===== src/rtl/core/fexp_pkg.sv =====
// Shared constants and helpers for the single-precision expm1 core.
// Holds binary32 constants, the normalize result type and the shift search.
// No dependencies.
package fexp_pkg;

    // binary32 bit patterns
    localparam logic [31:0] SIGN_BIT   = 32'h8000_0000;
    localparam logic [31:0] INF_BITS   = 32'h7f80_0000;
    localparam logic [31:0] QUIET_BIT  = 32'h0040_0000;
    localparam logic [31:0] ONE_BITS   = 32'h3f80_0000;
    localparam logic [31:0] NEG_ONE    = 32'hbf80_0000;
    localparam logic [31:0] NEG_HALF   = 32'hbf00_0000;
    localparam logic [31:0] ZERO_BITS  = 32'h0000_0000;
    localparam logic [31:0] BIG_BOUND  = 32'h42af_5e20;
    localparam logic [31:0] OVF_BOUND  = 32'h42b1_7217;

    // argument reduction
    localparam logic [31:0] INV_LN2    = 32'h3fb8_aa3b;
    localparam logic [31:0] LN2_HI     = 32'h3f31_7200;
    localparam logic [31:0] LN2_LO     = 32'h35bf_be8e;
    localparam logic [31:0] RND_SHIFT  = 32'h4b40_0000;
    localparam logic [31:0] NEG_SHIFT  = 32'hcb40_0000;

    // polynomial coefficients, constant term first
    localparam logic [31:0] POLY_C0    = 32'h3eff_ffff;
    localparam logic [31:0] POLY_C1    = 32'h3e2a_aa57;
    localparam logic [31:0] POLY_C2    = 32'h3d2a_ab9b;
    localparam logic [31:0] POLY_C3    = 32'h3c09_143e;
    localparam logic [31:0] POLY_C4    = 32'h3ab5_aad1;

    typedef struct packed {
        logic [5:0]  lz;
        logic [63:0] m;
    } t_norm;

    // Left-justify a word in six shift steps and report the shift.
    function automatic t_norm f_norm(input logic [63:0] v);
        t_norm r;
        r.m  = v;
        r.lz = '0;
        if (r.m[63:32] == 32'd0) begin
            r.m     = {r.m[31:0], 32'd0};
            r.lz[5] = 1'b1;
        end
        if (r.m[63:48] == 16'd0) begin
            r.m     = {r.m[47:0], 16'd0};
            r.lz[4] = 1'b1;
        end
        if (r.m[63:56] == 8'd0) begin
            r.m     = {r.m[55:0], 8'd0};
            r.lz[3] = 1'b1;
        end
        if (r.m[63:60] == 4'd0) begin
            r.m     = {r.m[59:0], 4'd0};
            r.lz[2] = 1'b1;
        end
        if (r.m[63:62] == 2'd0) begin
            r.m     = {r.m[61:0], 2'd0};
            r.lz[1] = 1'b1;
        end
        if (r.m[63] == 1'b0) begin
            r.m     = {r.m[62:0], 1'b0};
            r.lz[0] = 1'b1;
        end
        return r;
    endfunction

endpackage


===== src/rtl/core/fexp_fma.sv =====
// Five-stage binary32 fused multiply-add, round to nearest even, finite operands.
// Uses fexp_pkg for the normalize helper. Advances only while i_en is high.
module fexp_fma
    import fexp_pkg::*;
(
    input  logic        i_clk,
    input  logic        i_en,
    input  logic [31:0] i_a,
    input  logic [31:0] i_b,
    input  logic [31:0] i_c,
    output logic [31:0] o_y
);

    // stage 1: unpack, multiply, normalize addend
    logic [7:0]  a_ef, b_ef, c_ef, ea, eb, ec;
    logic [23:0] a_m, b_m, c_m;
    t_norm       c_norm;
    logic [47:0] n1_prod, r1_prod;
    logic [9:0]  n1_pe, r1_pe;
    logic        n1_sp, r1_sp, n1_sc, r1_sc, n1_cz, r1_cz;
    logic [23:0] n1_cm, r1_cm;
    logic signed [12:0] n1_ce, r1_ce;

    assign a_ef = i_a[30:23];
    assign b_ef = i_b[30:23];
    assign c_ef = i_c[30:23];
    assign a_m  = {a_ef != 8'd0, i_a[22:0]};
    assign b_m  = {b_ef != 8'd0, i_b[22:0]};
    assign c_m  = {c_ef != 8'd0, i_c[22:0]};
    assign ea   = (a_ef == 8'd0) ? 8'd1 : a_ef;
    assign eb   = (b_ef == 8'd0) ? 8'd1 : b_ef;
    assign ec   = (c_ef == 8'd0) ? 8'd1 : c_ef;

    always_comb begin
        n1_prod = {24'd0, a_m} * {24'd0, b_m};
        n1_pe   = {2'b0, ea} + {2'b0, eb};
        n1_sp   = i_a[31] ^ i_b[31];
        n1_sc   = i_c[31];
        n1_cz   = (c_m == 24'd0);
        c_norm  = f_norm({c_m, 40'd0});
        n1_cm   = c_norm.m[63:40];
        n1_ce   = $signed({5'b0, ec}) - 13'sd174 - $signed({7'b0, c_norm.lz});
    end

    always_ff @(posedge i_clk) begin
        if (i_en) begin
            r1_prod <= n1_prod;
            r1_pe   <= n1_pe;
            r1_sp   <= n1_sp;
            r1_sc   <= n1_sc;
            r1_cz   <= n1_cz;
            r1_cm   <= n1_cm;
            r1_ce   <= n1_ce;
        end
    end

    // stage 2: normalize product, pick the larger operand
    t_norm       p_norm;
    logic [47:0] pm, cm48;
    logic signed [12:0] pe, dd;
    logic        pz, pbig;
    logic [47:0] n2_bm, r2_bm, n2_sm, r2_sm;
    logic signed [12:0] n2_be, r2_be;
    logic [5:0]  n2_d, r2_d;
    logic        n2_bs, r2_bs, n2_sub, r2_sub, n2_bz, r2_bz, n2_zs, r2_zs;

    always_comb begin
        p_norm = f_norm({r1_prod, 16'd0});
        pm     = p_norm.m[63:16];
        pe     = $signed({3'b0, r1_pe}) - 13'sd300 - $signed({7'b0, p_norm.lz});
        pz     = (r1_prod == 48'd0);
        cm48   = {r1_cm, 24'd0};
        pbig   = r1_cz || (!pz && (pe >= r1_ce));
        if (pbig) begin
            n2_bm = pm;
            n2_sm = cm48;
            n2_be = pe;
            n2_bs = r1_sp;
            dd    = pe - r1_ce;
        end else begin
            n2_bm = cm48;
            n2_sm = pm;
            n2_be = r1_ce;
            n2_bs = r1_sc;
            dd    = r1_ce - pe;
        end
        n2_d   = (dd[12] || (dd > 13'sd63)) ? 6'd63 : dd[5:0];
        n2_sub = r1_sp ^ r1_sc;
        n2_bz  = pz && r1_cz;
        n2_zs  = r1_sp && r1_sc;
    end

    always_ff @(posedge i_clk) begin
        if (i_en) begin
            r2_bm  <= n2_bm;
            r2_sm  <= n2_sm;
            r2_be  <= n2_be;
            r2_bs  <= n2_bs;
            r2_d   <= n2_d;
            r2_sub <= n2_sub;
            r2_bz  <= n2_bz;
            r2_zs  <= n2_zs;
        end
    end

    // stage 3: align the smaller operand with sticky, add or subtract
    logic [50:0] xa, ya, n3_s, r3_s;
    logic [49:0] yfull, ysh;
    logic        ylost, dneg;
    logic [51:0] dw;
    logic        n3_sign, r3_sign, r3_bz, r3_zs;
    logic signed [12:0] n3_e, r3_e;

    always_comb begin
        xa    = {1'b0, r2_bm, 2'b00};
        yfull = {r2_sm, 2'b00};
        ysh   = yfull >> r2_d;
        ylost = |(yfull & ~({50{1'b1}} << r2_d));
        ya    = {1'b0, ysh[49:1], ysh[0] | ylost};
        dw    = {1'b0, xa} - {1'b0, ya};
        dneg  = r2_sub && dw[51];
        if (!r2_sub) begin
            n3_s = xa + ya;
        end else if (dw[51]) begin
            n3_s = ~dw[50:0] + 51'd1;
        end else begin
            n3_s = dw[50:0];
        end
        n3_sign = r2_bs ^ dneg;
        n3_e    = r2_be - 13'sd2;
    end

    always_ff @(posedge i_clk) begin
        if (i_en) begin
            r3_s    <= n3_s;
            r3_sign <= n3_sign;
            r3_e    <= n3_e;
            r3_bz   <= r2_bz;
            r3_zs   <= r2_zs;
        end
    end

    // stage 4: normalize the sum
    t_norm       s_norm;
    logic [50:0] n4_sn, r4_sn;
    logic signed [12:0] n4_be, r4_be;
    logic        n4_zero, r4_zero, n4_sign, r4_sign;

    always_comb begin
        s_norm  = f_norm({r3_s, 13'd0});
        n4_sn   = s_norm.m[63:13];
        n4_be   = r3_e + 13'sd177 - $signed({7'b0, s_norm.lz});
        n4_zero = (r3_s == 51'd0);
        // exact zero: both-zero keeps the common sign, cancellation gives +0
        n4_sign = n4_zero ? (r3_bz && r3_zs) : r3_sign;
    end

    always_ff @(posedge i_clk) begin
        if (i_en) begin
            r4_sn   <= n4_sn;
            r4_be   <= n4_be;
            r4_zero <= n4_zero;
            r4_sign <= n4_sign;
        end
    end

    // stage 5: denormalize tiny results, round, pack
    logic signed [12:0] amt13;
    logic [5:0]  amt;
    logic [50:0] sdn, sd;
    logic        dlost, tiny, ovf, rnd;
    logic [7:0]  ef;
    logic [30:0] body;
    logic [31:0] n5_y, r5_y;

    always_comb begin
        tiny  = (r4_be <= 13'sd0);
        amt13 = 13'sd1 - r4_be;
        amt   = (amt13 > 13'sd63) ? 6'd63 : amt13[5:0];
        sdn   = r4_sn >> amt;
        dlost = |(r4_sn & ~({51{1'b1}} << amt));
        sd    = tiny ? {sdn[50:1], sdn[0] | dlost} : r4_sn;
        ef    = tiny ? 8'd0 : r4_be[7:0];
        ovf   = (r4_be > 13'sd254);
        rnd   = sd[26] && ((|sd[25:0]) || sd[27]);
        body  = {ef, sd[49:27]} + {30'd0, rnd};
        if (r4_zero) begin
            n5_y = {r4_sign, 31'd0};
        end else if (ovf) begin
            n5_y = {r4_sign, INF_BITS[30:0]};
        end else begin
            n5_y = {r4_sign, body};
        end
    end

    always_ff @(posedge i_clk) begin
        if (i_en) begin
            r5_y <= n5_y;
        end
    end

    assign o_y = r5_y;

endmodule


===== config.mk =====
export PLATFORM = sky130hd
export DESIGN_NAME = fexp_fma
export DESIGN_NICKNAME = d
export VERILOG_FILES = /design/src/rtl/core/fexp_pkg.sv /design/src/rtl/core/fexp_fma.sv
export SDC_FILE = /design/constraint.sdc
export NUM_CORES = 2
export LEC_CHECK = 0
export BUFFER_PORTS_ARGS = -buffer_cell sky130_fd_sc_hd__buf_2
export CAP_MARGIN = 20
export CORE_ASPECT_RATIO = 1.2
export CORE_MARGIN = 1
export CORE_UTILIZATION = 50
export DETAILED_ROUTE_END_ITERATION = 8
export PLACE_DENSITY = 0.66
export SYNTH_ARGS = -nofsm -noshare
export SYNTH_HDL_FRONTEND = slang
export SYNTH_SLANG_ARGS = --single-unit

===== constraint.sdc =====
create_clock -name i_clk -period 15.2 [get_ports i_clk]
set_input_delay 3.04 -clock i_clk [delete_from_list [all_inputs] [get_ports i_clk]]
set_output_delay 3.04 -clock i_clk [all_outputs]
set_load 0.005 [all_outputs]

=== Word level (Yosys, flattened, before mapping) ===
Index checks and enable logic that the tools add are counted.

* Output and inout port bits: 32
* Register bits after elaboration: 382
* Input bits: 98

* Bitwise logic cells: 10
* Reductions and logical operators: 37
* Add/sub/neg operators: 15
* Order comparisons: 5
* Mux-type cells: 48
* Shift operators: 4
* Multipliers: 1

{| class="wikitable"
|+ Operators by type and width
! kind !! number
|-
| $mux 64 || 15
|-
| $mux 65 || 3
|-
| $mux 51 || 2
|-
| $not 51->51 || 2
|-
| $mux 48 || 2
|-
| $logic_not 32->1 || 2
|-
| $add 50x50->51 || 1
|-
| $add 51x1->51 const B || 1
|-
| $and 51x51->51 || 1
|-
| $logic_not 51->1 || 1
|-
| $reduce_or 51->1 || 1
|-
| $shl 51x6->51 const A || 1
|-
| $shr 51x6->50 || 1
|-
| $sub 50x50->51 || 1
|-
| $and 50x50->50 || 1
|-
| $mux 50 || 1
|-
| $not 50->50 || 1
|-
| $reduce_or 50->1 || 1
|-
| $shl 50x6->50 const A || 1
|-
| $shr 50x6->50 || 1
|-
| $logic_not 16->1 || 3
|-
| $logic_not 48->1 || 1
|-
| $logic_not 8->1 || 6
|-
| $mul 24x24->48 || 1
|-
| 32 further kinds || 69
|}

=== Longest topological paths before layout ===
* Word-level depth: 18
* Depth in mapped cells: 40
* Gate-level depth less buffers: 36

=== Worst setup path before layout ===
Ideal clock, no wire load.

* Kind: in2reg
* From: input port i_b[3]
* To: register r1_prod[46], data pin
* Arrival time: 10170 ps
* Stages: 26
* Buffers on the path: 1
* Slack: 4772 ps
* Setup time: 258 ps
* Cells stage by stage: clkbuf_1 > nand2_1 > fa_1 > inv_1 > fa_1 > fa_1 > inv_1 > fa_1 > fa_1 > inv_1 > fa_1 > fa_1 > ha_1 > or3_1 > nor4_1 > o2111ai_1 > a32oi_1 > a21oi_1 > a41oi_1 > a31oi_1 > a41o_1 > o41ai_1 > o21ai_0 > a221o_1 > a21oi_1 > xnor2_1

* Longest elaborated chain between the ends: 1

{| class="wikitable"
|+ Ends and longest elaborated chain
! item !! RTL line !! RTL
|-
| from (decl) || fexp_fma.sv:9 || <nowiki>input logic [31:0] i_b,</nowiki>
|-
| $mul 24x24->48 || fexp_fma.sv:35 || <nowiki>n1_prod = {24'd0, a_m} * {24'd0, b_m};</nowiki>
|-
| via n1_prod[46] || fexp_fma.sv:18 || <nowiki>logic [47:0] n1_prod, r1_prod;</nowiki>
|-
| to (signal assigned) || fexp_fma.sv:47 || <nowiki>r1_prod <= n1_prod;</nowiki>
|-
| to (decl) || fexp_fma.sv:18 ||
|}

The timed path passes the listed nets, and every way through them passes these cells.
A chain may end at the register's enable or synchronous reset.

=== Worst setup path after layout ===
* From: register r1_prod[40]
* To: register r2_d[1], data pin

* Longest elaborated chain between the ends: 18
* Elaborated cells on any way between the ends: 27
* Those cells by class: 3 x add/sub; 2 x order compare; 12 x mux; 10 x reduce/logical

{| class="wikitable"
|+ Ends and longest elaborated chain
! item !! RTL line !! RTL
|-
| $logic_not 32->1 || fexp_pkg.sv:41 || <nowiki>if (r.m[63:32] == 32'd0) begin</nowiki>
|-
| $mux 64 || fexp_pkg.sv:41 ||
|-
| $logic_not 16->1 || fexp_pkg.sv:45 || <nowiki>if (r.m[63:48] == 16'd0) begin</nowiki>
|-
| $mux 64 || fexp_pkg.sv:45 ||
|-
| $logic_not 8->1 || fexp_pkg.sv:49 || <nowiki>if (r.m[63:56] == 8'd0) begin</nowiki>
|-
| $mux 64 || fexp_pkg.sv:49 ||
|-
| $logic_not 4->1 || fexp_pkg.sv:53 || <nowiki>if (r.m[63:60] == 4'd0) begin</nowiki>
|-
| $mux 64 || fexp_pkg.sv:53 ||
|-
| (+2 left out) || -- ||
|-
| $mux 65 || fexp_pkg.sv:61 || <nowiki>if (r.m[63] == 1'b0) begin</nowiki>
|-
| $sub 11x7->12 || fexp_fma.sv:70 || <nowiki>pe = $signed({3'b0, r1_pe}) - 13'sd300 - $signed({7'b0, p_norm.lz});</nowiki>
|-
| $ge 12x13->1 || fexp_fma.sv:73 || <nowiki>pbig = r1_cz || (!pz && (pe >= r1_ce));</nowiki>
|-
| $logic_and 1x1->1 || fexp_fma.sv:73 ||
|-
| $logic_or 1x1->1 || fexp_fma.sv:73 ||
|-
| $mux 13 * || fexp_fma.sv:74 || <nowiki>if (pbig) begin</nowiki>
|-
| $gt 13x7->1 || fexp_fma.sv:87 || <nowiki>n2_d = (dd[12] || (dd > 13'sd63)) ? 6'd63 : dd[5:0];</nowiki>
|-
| $logic_or 1x1->1 || fexp_fma.sv:87 ||
|-
| to (signal assigned) || fexp_fma.sv:99 || <nowiki>r2_d <= n2_d;</nowiki>
|-
| to (decl) || fexp_fma.sv:64 || <nowiki>logic [5:0] n2_d, r2_d;</nowiki>
|}

Every way passes the cells marked *; elsewhere a longest branch is shown, timed or not.

==> results by group <==
Status
  • Run status: finished clean

Clock network
  • Clock tree from TritonCTS: built
  • Post-cts sizing count: 0
  • Number of levels the H-tree was split into: 2
  • Clock Latency Late Sink: 630 ps
  • Number of buffers created by CTS: 43
  • Number of buffers on the longest clock path: 3
  • Clk sinks: 377
  • CTS Root Buffer Type: clkbuf_16
  • Post-CTS repair timing setup buffer count: 0
  • Number of buffers added to fix hold violations after cts: 0
  • Clock transition at the register clock pins on the worst setup and hold paths after CTS: 60 ps

Layout
  • Net count of the finished layout: 7523
  • Highest-count cells in the layout ignoring fill and taps: nand2_1 (981), inv_1 (714), nor2_1 (586)
  • Area of all placed cells without fillers: 58600 um2
  • Area Overhead vs Synth: 5.20%
  • Share of cells above drive strength 1: 6.61%
  • Most common library cell in the layout ignoring fill and taps: nand2_1
  • Fill cell instance count of the final layout: 10500
  • Register Area: 11300 um2
  • Multi-input gate area in the final layout: 40100 um2

Critical path
  • Slowest Stage Delay on Critical Path: 740 ps
  • Flop-to-flop setup slack: 3690 ps
  • Critical R2R Launch: r1_prod[40]
  • Slowest cell on the critical path: inv_2
  • Worst Path Arrival: 11850 ps
  • RR Endpoint: r2_d[1]
  • Most used cell, CP: buf_4
  • Worst-path maximum fanout: 50
  • Reg2Reg Depth: 38
  • Type of element launching the critical path: register
  • Required time worst endpoint: 15540 ps
  • Type of the worst setup path: register to register
  • Critical path capture point type: register

Synthesis
  • Number of synthesized flops with an enable pin: 377
  • Fraction of registers with async set or reset after synthesis: 0%
  • Main synth FF type: edfxtp_1
  • Summed instance area of the synthesized netlist: 55700 um2
  • Sequential cell area fraction in the yosys report: 20.3%
  • Register bit count reported by yosys: 377
  • Unique masters post-synth: 98
  • Post-synthesis average cell area: 8.20 um2
  • Mapped Nets: 7729
  • Ys Warns: 0
  • Number of standard cells after synthesis: 6802

STA
  • Post-layout min period: 11510 ps
  • Worst Tran Pin Value: 1070 ps
  • Final Max Tran Viols: 0
  • TNS Setup: 0 ps
  • RSZ-0062 raised after global routing: false
  • Worst Skew: 38.5 ps
  • Hold_ws: 420 ps
  • Fraction of the cycle the final worst path needs: 75.7%
  • Count of final hold-check violations: 0
  • Count of final setup violators: 0
  • Max Freq: 86.9 MHz
  • Relative slew margins: 26.5%

Placement
  • Area after DPL: 57200 um2
  • Placer's final routability congestion estimate: 0.986
  • Sum of net half-perimeters after detailed placement: 144000 um
  • Port-buffer cells: 129

Detailed routing
  • Total wirelength of the detailed-routed design: 180000 um
  • Via-to-Cell Ratio: 6.01
  • Violation count after the first detailed-routing iteration: 4205
  • Number of nets with antenna violations after detailed routing: 0
  • 1st-pass router iterations: 7
  • Residual DRC count: 0
  • DR vias: 48800
  • Final routed wire length divided by cell count: 22.2 um

Die
  • Die Outline Area: 113000 um2
  • Die Width: 307 um
  • Effective utilization at floorplan: 50.7%
  • Core area: 110000 um2
  • # rows: 133
  • Number of primary I/O pins: 130
  • Y dimension of the die: 368 um

GRT
  • Vias in the first global route: 48200
  • Wire length of the first global-routing pass: 280000 um
  • Overflow left after global routing: 0
  • Pin count of the biggest net entering global routing: 116
  • Global-route usage over all layers: 31.7%
  • Number of antenna violations at the first check in global routing: 2

Worst hold path
  • End point of the most critical hold path: o_y[31]
  • Path category of the worst min-delay check: register to register
  • Number of cells on the worst hold path: 0
  • Startpoint of the lowest-slack hold path: r4_sign

Flow run
  • Number of max-cap violations: 0
state kept, by name, indices dropped and copies added, names as in the netlist, 6 cells and up:
| signal | flops |
|---|---|
| r1_cm | 24 |
| r1_pe | 9 |
| r2_sm | 48 |
| r3_e | 13 |
| r2_bm | 48 |
| o_y | 32 |
| r4_be | 13 |
| r4_sn | 51 |
| r1_ce | 10 |
| r1_prod | 48 |
| r3_s | 51 |
| r2_be | 12 |
| r2_d | 6 |
cell type report:
| cell class | instances | area share [%] |
|---|---|---|
| Multi-Input combinational cell | 5252 | 68.4 |
| Clock inverter | 30 | 0.634 |
| Timing Repair Buffer | 198 | 2.00 |
| Antenna cell | 4 | 0.0171 |
| Inverter | 724 | 4.63 |
| Sequential cell | 377 | 19.3 |
| Tap cell | 1485 | 3.17 |
| Clock buffer | 50 | 1.88 |
per-layer routing:
| layer | vias to the layer above | global-route usage, % | routed length, um |
|---|---|---|---|
| li1 | 22700 | - | - |
| met1 | 23900 | 39.0 | 71700 |
| met2 | 1729 | 55.9 | 89800 |
| met3 | 436 | 2.61 | 9090 |
| met4 | 2 | 15.1 | 9790 |
| met5 | - | 0 | 14 |
cells by family after synthesis:
logic type | synth area share, %
multiplexers | 6.57
buffers and inverters | 7.99
XOR/XNOR | 4.11
AO/OA/AOI/OAI | 16.2
adder cells (fa/ha/maj) | 25.2
flip-flops | 20.3
AND/OR/NAND/NOR | 19.6
worst max-delay path: cells and delay by family, from the launching register on:
kind	cells	cell delay [ps]
buf+inv	10	3460
compound gates	13	3290
simple gates	9	2180
fa+ha+maj	3	1110
mux	2	510
flops	1	430
xor+xnor	1	190
cells in the mapped netlist (24+ instances only):
cell	n	area [um2]
nand2_1	981	3680
inv_1	715	2680
nor2_1	591	2220
fa_1	489	9790
a21oi_1	465	2330
clkbuf_1	382	1430
edfxtp_1	377	11300
o21ai_0	357	1790
ha_1	340	4250
mux2i_1	250	2500
and2_1	231	1450
xnor2_1	173	1520
nand3_1	126	631
nor3_1	97	485
xor2_1	87	762
a21o_1	79	593
nor4_1	66	413
a211oi_1	61	458
a31oi_1	52	325
nand4_1	52	325
mux2_2	51	574
buf_1	49	184
o21bai_1	44	330
and3_1	41	257
nand2b_1	40	250
or3_1	36	225
or2_2	35	219
nor2b_1	34	213
o31ai_1	32	240
a221o_1	30	300
o22ai_1	30	188
mux4_2	26	586
a22oi_1	25	188
o21a_1	24	180
stage by stage:
| step | std cells | util [%] | worst slack (ps) |
|---|---|---|---|
| finish | 8120 | 53.3 | 3690 |
| global route | 8117 | 53.3 | 2740 |
| CTS | 8115 | 53.3 | 3870 |
| detailed placement | 8035 | 52.0 | 3690 |
| global placement | 8035 | 52.0 | 3750 |
| floorplan | 6802 | - | 4770 |
worst max-delay path by stage:
stage	cells past startpoint	to	slack, ps	startpoint
2_1_floorplan	26	r1_prod[46]	4770	i_b[3]
4_1_cts	38	r2_d[3]	3870	r1_prod[46]
6_report	38	r2_d[1]	3690	r1_prod[40]
5_1_grt	38	r2_d[3]	2740	r1_prod[40]
3_3_place_gp	26	r1_prod[47]	3750	i_a[30]
3_5_place_dp	26	r1_prod[46]	3690	i_a[13]
Power is not shown: default switching activity piles up to over one toggle a cycle in this logic, so the estimate is an artifact.
